**src/design/scdv_pkg.sv**
```systemverilog
`timescale 1ns / 1ps
`default_nettype none
// ----------------------------------------------------------------------------
// Deframer package
// Shared types, constants and the repetition vote used by the deframer.
// ----------------------------------------------------------------------------
package scdv_pkg;

    // Frame and protocol constants.
    localparam logic [7:0] C_SYNC_BYTE = 8'hAA;
    localparam int         C_ID_REGS   = 4;
    localparam int         C_MAX_IDS   = 4;
    localparam logic [1:0] C_LAST_SEQ  = 2'd2;

    // Configuration register indexes.
    localparam logic [2:0] C_REG_ID_COUNT = 3'd0;
    localparam logic [2:0] C_REG_ID_A     = 3'd1;
    localparam logic [2:0] C_REG_ID_B     = 3'd2;
    localparam logic [2:0] C_REG_ID_C     = 3'd3;
    localparam logic [2:0] C_REG_ID_D     = 3'd4;

    // A complete frame found by the window.
    typedef struct packed {
        logic       hit;
        logic [7:0] id_seq;
        logic [7:0] data;
    } t_frame;

    // Accepted-id configuration.
    typedef struct packed {
        logic [2:0]                  id_count;
        logic [C_ID_REGS-1:0][4:0]   ids;
    } t_cfg;

    // One finished datagram.
    typedef struct packed {
        logic       valid;
        logic [4:0] target_id;
        logic [7:0] voted_data;
        logic [2:0] vote_mask;
    } t_result;

    // Repetition vote over the three copies.
    function automatic logic [7:0] f_vote(input logic [7:0] a, input logic [7:0] b,
                                          input logic [7:0] c, input logic [2:0] seen);
        logic [7:0] v;
        if (seen == 3'b111) begin
            if (a == b) begin
                v = a;
            end else if (b == c) begin
                v = b;
            end else begin
                v = a;
            end
        end else if (seen[0]) begin
            v = a;
        end else if (seen[1]) begin
            v = b;
        end else if (seen[2]) begin
            v = c;
        end else begin
            v = 8'd0;
        end
        return v;
    endfunction

endpackage
`default_nettype wire

```
**src/design/sync_checksum_deframer_with_vote_top.sv**
```systemverilog
`timescale 1ns / 1ps
`default_nettype none
// ----------------------------------------------------------------------------
// Repeated-frame deframer with repetition vote
// The block takes one received word per clock cycle unless the input side
// stalls. Each word is registered, then passes through the frame window and
// the copy collector into the result register, which shows the result of the
// word that finishes a datagram. The input side stalls only when a word would
// finish a datagram while the result register still holds an untaken result.
// Configuration is written through the plain write port while the block is
// idle; the user must keep to this, as the block itself does not enforce it.
// Index 0 is the number of ids in use and indexes 1 to 4 are the accepted ids.
// ----------------------------------------------------------------------------
module sync_checksum_deframer_with_vote_top (
    input  wire logic       i_clk,
    input  wire logic       i_rst_n,
    input  wire logic       i_cfg_we,
    input  wire logic [2:0] i_cfg_idx,
    input  wire logic [4:0] i_cfg_data,
    input  wire logic       i_valid,
    output logic            o_ready,
    input  wire logic [7:0] i_rx_byte,
    output logic            o_valid,
    input  wire logic       i_ready,
    output logic [4:0]      o_target_id,
    output logic [7:0]      o_voted_data,
    output logic [2:0]      o_vote_mask
);

    logic               r_in_valid;
    logic [7:0]         r_in_byte;
    logic               r_out_valid;
    logic [4:0]         r_target_id;
    logic [7:0]         r_voted_data;
    logic [2:0]         r_vote_mask;
    scdv_pkg::t_cfg     r_cfg;
    scdv_pkg::t_frame   frame;
    scdv_pkg::t_result  result;
    logic               out_free;
    logic               adv;

    // Configuration registers; unknown indexes are ignored.
    always_ff @(posedge i_clk) begin
        if (!i_rst_n) begin
            r_cfg <= '0;
        end else if (i_cfg_we) begin
            case (i_cfg_idx)
                scdv_pkg::C_REG_ID_COUNT: r_cfg.id_count <= i_cfg_data[2:0];
                scdv_pkg::C_REG_ID_A:     r_cfg.ids[0]   <= i_cfg_data;
                scdv_pkg::C_REG_ID_B:     r_cfg.ids[1]   <= i_cfg_data;
                scdv_pkg::C_REG_ID_C:     r_cfg.ids[2]   <= i_cfg_data;
                scdv_pkg::C_REG_ID_D:     r_cfg.ids[3]   <= i_cfg_data;
                default: ;
            endcase
        end
    end

    // The registered word advances unless its result has nowhere to go.
    assign out_free = !r_out_valid || i_ready;
    assign adv      = r_in_valid && (!result.valid || out_free);
    assign o_ready  = !r_in_valid || adv;

    // Input register.
    always_ff @(posedge i_clk) begin
        if (!i_rst_n) begin
            r_in_valid <= 1'b0;
        end else if (o_ready) begin
            r_in_valid <= i_valid;
        end
    end

    always_ff @(posedge i_clk) begin
        if (o_ready && i_valid) begin
            r_in_byte <= i_rx_byte;
        end
    end

    scdv_window u_window (
        .i_clk   (i_clk),
        .i_rst_n (i_rst_n),
        .i_adv   (adv),
        .i_byte  (r_in_byte),
        .o_frame (frame)
    );

    scdv_collect u_collect (
        .i_clk    (i_clk),
        .i_rst_n  (i_rst_n),
        .i_adv    (adv),
        .i_frame  (frame),
        .i_cfg    (r_cfg),
        .o_result (result)
    );

    // Result register.
    always_ff @(posedge i_clk) begin
        if (!i_rst_n) begin
            r_out_valid <= 1'b0;
        end else if (adv && result.valid) begin
            r_out_valid <= 1'b1;
        end else if (i_ready) begin
            r_out_valid <= 1'b0;
        end
    end

    always_ff @(posedge i_clk) begin
        if (adv && result.valid) begin
            r_target_id  <= result.target_id;
            r_voted_data <= result.voted_data;
            r_vote_mask  <= result.vote_mask;
        end
    end

    assign o_valid      = r_out_valid;
    assign o_target_id  = r_target_id;
    assign o_voted_data = r_voted_data;
    assign o_vote_mask  = r_vote_mask;

    // A finished datagram is always shown on the next cycle.
    a_result_loaded: assert property (@(posedge i_clk) disable iff (!i_rst_n)
        (adv && result.valid) |=> o_valid)
        else $error("finished datagram not loaded into result register");

    // A result never overwrites one that is still waiting.
    a_no_overwrite: assert property (@(posedge i_clk) disable iff (!i_rst_n)
        (r_out_valid && !i_ready) |-> !(adv && result.valid))
        else $error("waiting result overwritten");

    // A shown result always carries a nonzero id.
    a_out_id: assert property (@(posedge i_clk) disable iff (!i_rst_n)
        o_valid |-> (o_target_id != 5'd0))
        else $error("result with zero id");

endmodule
`default_nettype wire

```
**src/design/scdv_window.sv**
```systemverilog
`timescale 1ns / 1ps
`default_nettype none
// ----------------------------------------------------------------------------
// Frame window
// Holds the last three bytes and detects a sync, id/seq, data, check frame.
// ----------------------------------------------------------------------------
module scdv_window (
    input  wire logic           i_clk,
    input  wire logic           i_rst_n,
    input  wire logic           i_adv,
    input  wire logic [7:0]     i_byte,
    output scdv_pkg::t_frame    o_frame
);

    logic [7:0] r_w0, r_w1, r_w2;
    logic [1:0] r_fill;
    logic       full;

    // A frame is complete when the window is full, starts with sync and
    // the new byte matches the check.
    assign full = (r_fill == 2'd3);
    assign o_frame.hit    = full && (r_w0 == scdv_pkg::C_SYNC_BYTE)
                            && ((r_w1 ^ r_w2) == i_byte);
    assign o_frame.id_seq = r_w1;
    assign o_frame.data   = r_w2;

    // Fill count: grows to three, clears on a good frame.
    always_ff @(posedge i_clk) begin
        if (!i_rst_n) begin
            r_fill <= 2'd0;
        end else if (i_adv) begin
            if (!full) begin
                r_fill <= r_fill + 2'd1;
            end else if (o_frame.hit) begin
                r_fill <= 2'd0;
            end
        end
    end

    // Window bytes: fill in place, shift by one byte on a bad window.
    always_ff @(posedge i_clk) begin
        if (!i_rst_n) begin
            r_w0 <= 8'd0;
            r_w1 <= 8'd0;
            r_w2 <= 8'd0;
        end else if (i_adv) begin
            if (!full) begin
                case (r_fill)
                    2'd0:    r_w0 <= i_byte;
                    2'd1:    r_w1 <= i_byte;
                    default: r_w2 <= i_byte;
                endcase
            end else if (!o_frame.hit) begin
                r_w0 <= r_w1;
                r_w1 <= r_w2;
                r_w2 <= i_byte;
            end
        end
    end

endmodule
`default_nettype wire

```
**src/design/scdv_collect.sv**
```systemverilog
`timescale 1ns / 1ps
`default_nettype none
// ----------------------------------------------------------------------------
// Copy collector
// Locks on an accepted id, gathers copies with rising seq and votes.
// ----------------------------------------------------------------------------
module scdv_collect (
    input  wire logic                i_clk,
    input  wire logic                i_rst_n,
    input  wire logic                i_adv,
    input  wire scdv_pkg::t_frame    i_frame,
    input  wire scdv_pkg::t_cfg      i_cfg,
    output scdv_pkg::t_result        o_result
);

    logic       r_collecting;
    logic [1:0] r_exp_seq;
    logic [4:0] r_locked_id;
    logic [7:0] r_va, r_vb, r_vc;
    logic [2:0] r_seen;

    logic       n_collecting;
    logic [1:0] n_exp_seq;
    logic [4:0] n_locked_id;
    logic [7:0] n_va, n_vb, n_vc;
    logic [2:0] n_seen;

    logic [4:0] id;
    logic [2:0] seq;
    logic [2:0] limit;
    logic       match;
    logic       active;
    logic [4:0] lid;
    logic [1:0] es;
    logic       take;
    logic       cont;
    logic [7:0] va, vb, vc;
    logic [2:0] seen;

    assign id  = i_frame.id_seq[7:3];
    assign seq = i_frame.id_seq[2:0];

    // Id match against the first id_count registers, at most four; id 0 never matches.
    always_comb begin
        limit = i_cfg.id_count;
        if (limit > 3'(scdv_pkg::C_MAX_IDS)) begin
            limit = 3'(scdv_pkg::C_MAX_IDS);
        end
        match = 1'b0;
        for (int k = 0; k < scdv_pkg::C_ID_REGS; k++) begin
            if ((3'(k) < limit) && (i_cfg.ids[k] == id)) begin
                match = 1'b1;
            end
        end
        if (id == 5'd0) begin
            match = 1'b0;
        end
    end

    // Frame handling: start, store a copy, or finish the datagram.
    always_comb begin
        active = i_frame.hit && (r_collecting || match);
        lid    = r_collecting ? r_locked_id : id;
        es     = r_collecting ? r_exp_seq : 2'd0;
        va     = r_collecting ? r_va : 8'd0;
        vb     = r_collecting ? r_vb : 8'd0;
        vc     = r_collecting ? r_vc : 8'd0;
        seen   = r_collecting ? r_seen : 3'd0;
        take   = (id == lid) && (seq >= {1'b0, es}) && (seq <= {1'b0, scdv_pkg::C_LAST_SEQ});
        if (take) begin
            case (seq[1:0])
                2'd0:    va = i_frame.data;
                2'd1:    vb = i_frame.data;
                default: vc = i_frame.data;
            endcase
            seen = seen | (3'b001 << seq[1:0]);
        end
        cont = take && (seq[1:0] != scdv_pkg::C_LAST_SEQ);

        o_result.valid      = active && !cont;
        o_result.target_id  = lid;
        o_result.voted_data = scdv_pkg::f_vote(va, vb, vc, seen);
        o_result.vote_mask  = seen;

        n_collecting = r_collecting;
        n_exp_seq    = r_exp_seq;
        n_locked_id  = r_locked_id;
        n_va         = r_va;
        n_vb         = r_vb;
        n_vc         = r_vc;
        n_seen       = r_seen;
        if (active) begin
            if (cont) begin
                n_collecting = 1'b1;
                n_exp_seq    = seq[1:0] + 2'd1;
                n_locked_id  = lid;
                n_va         = va;
                n_vb         = vb;
                n_vc         = vc;
                n_seen       = seen;
            end else begin
                n_collecting = 1'b0;
                n_exp_seq    = 2'd0;
                n_locked_id  = 5'd0;
                n_va         = 8'd0;
                n_vb         = 8'd0;
                n_vc         = 8'd0;
                n_seen       = 3'd0;
            end
        end
    end

    // Collector state.
    always_ff @(posedge i_clk) begin
        if (!i_rst_n) begin
            r_collecting <= 1'b0;
            r_exp_seq    <= 2'd0;
            r_locked_id  <= 5'd0;
            r_va         <= 8'd0;
            r_vb         <= 8'd0;
            r_vc         <= 8'd0;
            r_seen       <= 3'd0;
        end else if (i_adv) begin
            r_collecting <= n_collecting;
            r_exp_seq    <= n_exp_seq;
            r_locked_id  <= n_locked_id;
            r_va         <= n_va;
            r_vb         <= n_vb;
            r_vc         <= n_vc;
            r_seen       <= n_seen;
        end
    end

    // A locked datagram always has a nonzero id.
    a_locked_id: assert property (@(posedge i_clk) disable iff (!i_rst_n)
        r_collecting |-> (r_locked_id != 5'd0))
        else $error("collecting with zero locked id");

    // While collecting, the next expected copy is seq 1 or seq 2.
    a_exp_seq: assert property (@(posedge i_clk) disable iff (!i_rst_n)
        r_collecting |-> ((r_exp_seq == 2'd1) || (r_exp_seq == 2'd2)))
        else $error("bad expected sequence while collecting");

    // The received copies always fall below the expected sequence.
    a_seen: assert property (@(posedge i_clk) disable iff (!i_rst_n)
        r_collecting |-> ((r_seen != 3'd0) && (r_seen[2] == 1'b0)))
        else $error("copy mask inconsistent with collecting state");

    a_idle_clear: assert property (@(posedge i_clk) disable iff (!i_rst_n)
        !r_collecting |-> (r_seen == 3'd0))
        else $error("copy mask not cleared while searching");

endmodule
`default_nettype wire
```
**config.mk**
```make
export PLATFORM = sky130hd
export DESIGN_NAME = sync_checksum_deframer_with_vote_top
export DESIGN_NICKNAME = d
export VERILOG_FILES = /design/src/design/scdv_pkg.sv /design/src/design/sync_checksum_deframer_with_vote_top.sv /design/src/design/scdv_window.sv /design/src/design/scdv_collect.sv
export SDC_FILE = /design/constraint.sdc
export NUM_CORES = 1
export LEC_CHECK = 0
export ABC_AREA = 1
export BUFFER_PORTS_ARGS = -buffer_cell sky130_fd_sc_hd__buf_2
export CORE_ASPECT_RATIO = 0.8
export CORE_UTILIZATION = 61
export DETAILED_ROUTE_END_ITERATION = 10
export PLACE_DENSITY_LB_ADDON = 0.15
export RECOVER_POWER = 50
export SETUP_SLACK_MARGIN = 0.02
export SLEW_MARGIN = 20
export SYNTH_ARGS = -nofsm -noshare
export SYNTH_HDL_FRONTEND = slang
export SYNTH_SLANG_ARGS = --single-unit
export TNS_END_PERCENT = 20
```
**constraint.sdc**
```tcl
create_clock -name i_clk -period 4.5 [get_ports i_clk]
set_input_delay 0.9 -clock i_clk [delete_from_list [all_inputs] [get_ports i_clk]]
set_output_delay 0.9 -clock i_clk [all_outputs]
set_load 0.03 [all_outputs]
```
==> qor.csv <==
metric,value,unit
I/O pin cnt,39,
Yosys top cell area share,28.16,%
"Clk Latency, worst-skew pair",0.36,ns
# fillers,835,
Main synth FF type,dfxtp_1,
switching pwr,0.6319,mW
Routed WL per cell,15.02,µm
DP Worst Slack,0.9422,ns
first-pass GRT wire length,25600,µm
Chip Width,113.9,µm
setup repair bufs after CTS,0,
share of cells above drive strength 1,8.218,%
CP Cell Sequence,buf_4 > nand2_1 > ha_1 > nand2_1 > nand2_1 > nand2_1 > nor2_8 > nand3_4 > nor2_1 > a21oi_2 > inv_2 > nand3_2 > o211ai_1 > nand2_1,
Fin. Hold Viols,0,
setup_tns,0,ns
violated checks,"capacitance limit, slew limit",
crit path kind,flop to flop,
"Period Utilization, post-route",89.10,%
initial antenna violation count,0,
Critical R2R Launch,u_collect.r_collecting,
vias per cell,5.576,
via count,5576,
CTS Hold Bufs,0,
area of the multi-input gates,0.003098,mm²
most instantiated library cell after synthesis,nand2_1,
ANT nets after route,0,
Util after Layout,67.51,%
crit-path leading delay family,simple AND/OR/NAND/NOR gates,
slew margin rel.,-15.89,%
Syn Nets,873,
Hold Crit Depth,2,
Pint,1.580,mW
Buf/Inv on CP,2,
"most used cell, CP",nand2_1,
WP data required,4.60,ns
RSZ-0062 raised after global routing,false,
DRT iter0 DRCs,476,
H-tree depth,3,
Port Buffers,38,
CTS max path bufs,2,
Post-synth top cells,"214 x nand2_1, 87 x a21oi_1, 86 x dfxtp_1",
hold_sp,u_collect.r_seen[2],
Core Rows,32,
# clock sinks,110,
PD cells,338.2,mW/mm²
CTS tree,built,
fmax,249.4,MHz
clock slew at reported path FFs,0.07,ns
largest net degree at the start of global routing,52,
synth unique cells,43,
hpwl dp,10830,µm
post-route cell area,0.006541,mm²
reg2reg end,o_voted_data[4],
Slew Limit Fails,52,
final setup violation count,0,
Die H,91.54,µm
Seq. cell area,0.002442,mm²
Core Footprint,0.009689,mm²
Yosys top cell by area,dfxtp_1,
Root Buffer,clkbuf_16,
Worst-Margin Slew,1.738,ns
max_cap viols,1,
sequential share of the synthesized area,39.95,%
Worst path slowest cell,nor2_1,
sequential power share,48.3,%
Inserted Diodes,0,
Detailed Routing Iterations Pass 1,5,
VDD IR max,0.2915,mV
sw frac,28.57,%
grt ovf,0,
"FFs w/ async S/R, synth",0,%
Final WS setup,0.4907,ns
DRC,0,
cts repair resizes,0,
worst hold path class,flop to flop,
flop2flop setup slack,0.49,ns
crit path DAT,4.11,ns
Syn. warnings,0,
power share of the clock group,35.4,%
Tot GR Track Use,31.35,%
Worst Hold Path EP,u_collect.r_seen[2],
"EDFF count, synth",24,
clock skew,0.01138,ns
Mapped Area,0.006113,mm²
logic gate share of total power,16.3,%
CP endpoint kind,flop,
DIE AREA,0.01043,mm²
min cycle time layout,4.009,ns
nets,888,
top post-synthesis cells by area,"dfxtp_1 28%, nand2_1 13%, edfxtp_1 12%",
Setup crit start kind,flop,
post-synthesis cell count,844,
routability cong.,0.9274,
reg2reg path depth,14,
cts bufs inserted,9,
starting density of the core,63.09,%
routed wire length,15020,µm
CP max stage delay,0.92,ns
Crit Path Max Fanout,23,
instance area after placement,0.006292,mm²
outcome,"complete, but fails checks",
vias in the first global route,5279,
mean post-synth cell area,7.243,µm²
#FFs+latches synth,110,
Pleak,2.903,nW
Area growth syn-to-layout,7.000,%
## per-stage QoR
step,instances,power [mW],hold WS [ns]
after global routing,1000,2.301,0.4685
after detailed placement,984,1.444,0.4268
after floorplan,844,1.359,0.4153
after global placement,984,1.436,0.4229
after CTS,1000,2.214,0.4469
final,1000,2.212,0.4464
## kinds of logic after synthesis
group,after synthesis,synth area share (%)
buffers and inverters,128,9.046
AND/OR/NAND/NOR,362,26.28
AO/OA/AOI/OAI,202,18.07
flip-flops,110,39.95
adder cells (fa/ha/maj),8,1.637
multiplexers,7,1.146
XOR/XNOR,27,3.868
## layer usage
layer  vias up  GRT usage [%]  routed length, µm
li1       2814              -                  -
met2       213          47.07               6355
met4         0          7.900                176
met1      2530          45.73               7389
met3        19          6.409               1095
met5         -              0                  0
## registers in the layout, indices dropped and copies added (netlist names)
| signal | flops |
|---|---|
| o_target_id | 5 |
| o_valid | 1 |
| o_vote_mask | 3 |
| o_voted_data | 8 |
| r_cfg | 23 |
| r_in_byte | 8 |
| r_in_valid | 1 |
| u_collect.r_collecting | 1 |
| u_collect.r_exp_seq | 2 |
| u_collect.r_locked_id | 5 |
| u_collect.r_seen | 3 |
| u_collect.r_va | 8 |
| u_collect.r_vb | 8 |
| u_collect.r_vc | 8 |
| u_window.r_fill | 2 |
| u_window.r_w0 | 8 |
| u_window.r_w1 | 8 |
| u_window.r_w2 | 8 |
## cells in the final DEF (no fill, tap or decap), types with 15 or more instances in the layout
cell	Yosys	final
clkbuf_1	12	21
xor2_1	15	15
nand2_1	214	214
nand3_1	29	29
inv_1	69	72
edfxtp_1	24	24
a21oi_1	87	87
nor2_1	69	70
nand4_1	23	23
o21ai_0	77	78
buf_2	13	20
dfxtp_1	86	86
## cell type report
type / instances / share of cell area [%]
clock buffers: 14 / 4.208
clock inverters: 2 / 0.2487
inverters: 89 / 5.107
multi-input cells: 606 / 47.36
flip-flops and latches: 110 / 37.34
well taps: 136 / 2.601
repair buffers: 43 / 3.137
## worst max-delay path by stage
stage                            endpoint  cells after the start  slack, ns                   start
after floorplan            o_target_id[0]                     17       0.81  u_collect.r_collecting
after global placement    o_voted_data[1]                     14       1.07  u_collect.r_collecting
after detailed placement   o_vote_mask[2]                     14       0.94  u_collect.r_collecting
after CTS                         o_ready                     14       0.56  u_collect.r_collecting
after global routing      o_voted_data[4]                     14       0.25  u_collect.r_collecting
final                     o_voted_data[4]                     14       0.49  u_collect.r_collecting
## worst register-to-register path, stage by stage, from the launching register on
cell and delay, ns:
dfxtp_1 0.35, buf_4 0.28, nand2_1 0.10, ha_1 0.29, nand2_1 0.06, nand2_1 0.05
nand2_1 0.11, nor2_8 0.24, nand3_4 0.29, nor2_1 0.93, a21oi_2 0.10, inv_2 0.31
nand3_2 0.30, o211ai_1 0.26, nand2_1 0.09
## power by group through the flow
stage               clock [mW]  combinational [mW]  sequential (mW)
detailed placement           0               0.354             1.09
finish                   0.783               0.361             1.07
global placement             0               0.348             1.09
CTS                      0.790               0.357             1.07
global route             0.826               0.404             1.07
floorplan                    0               0.283             1.08
Power figures use the tool's default switching activity.
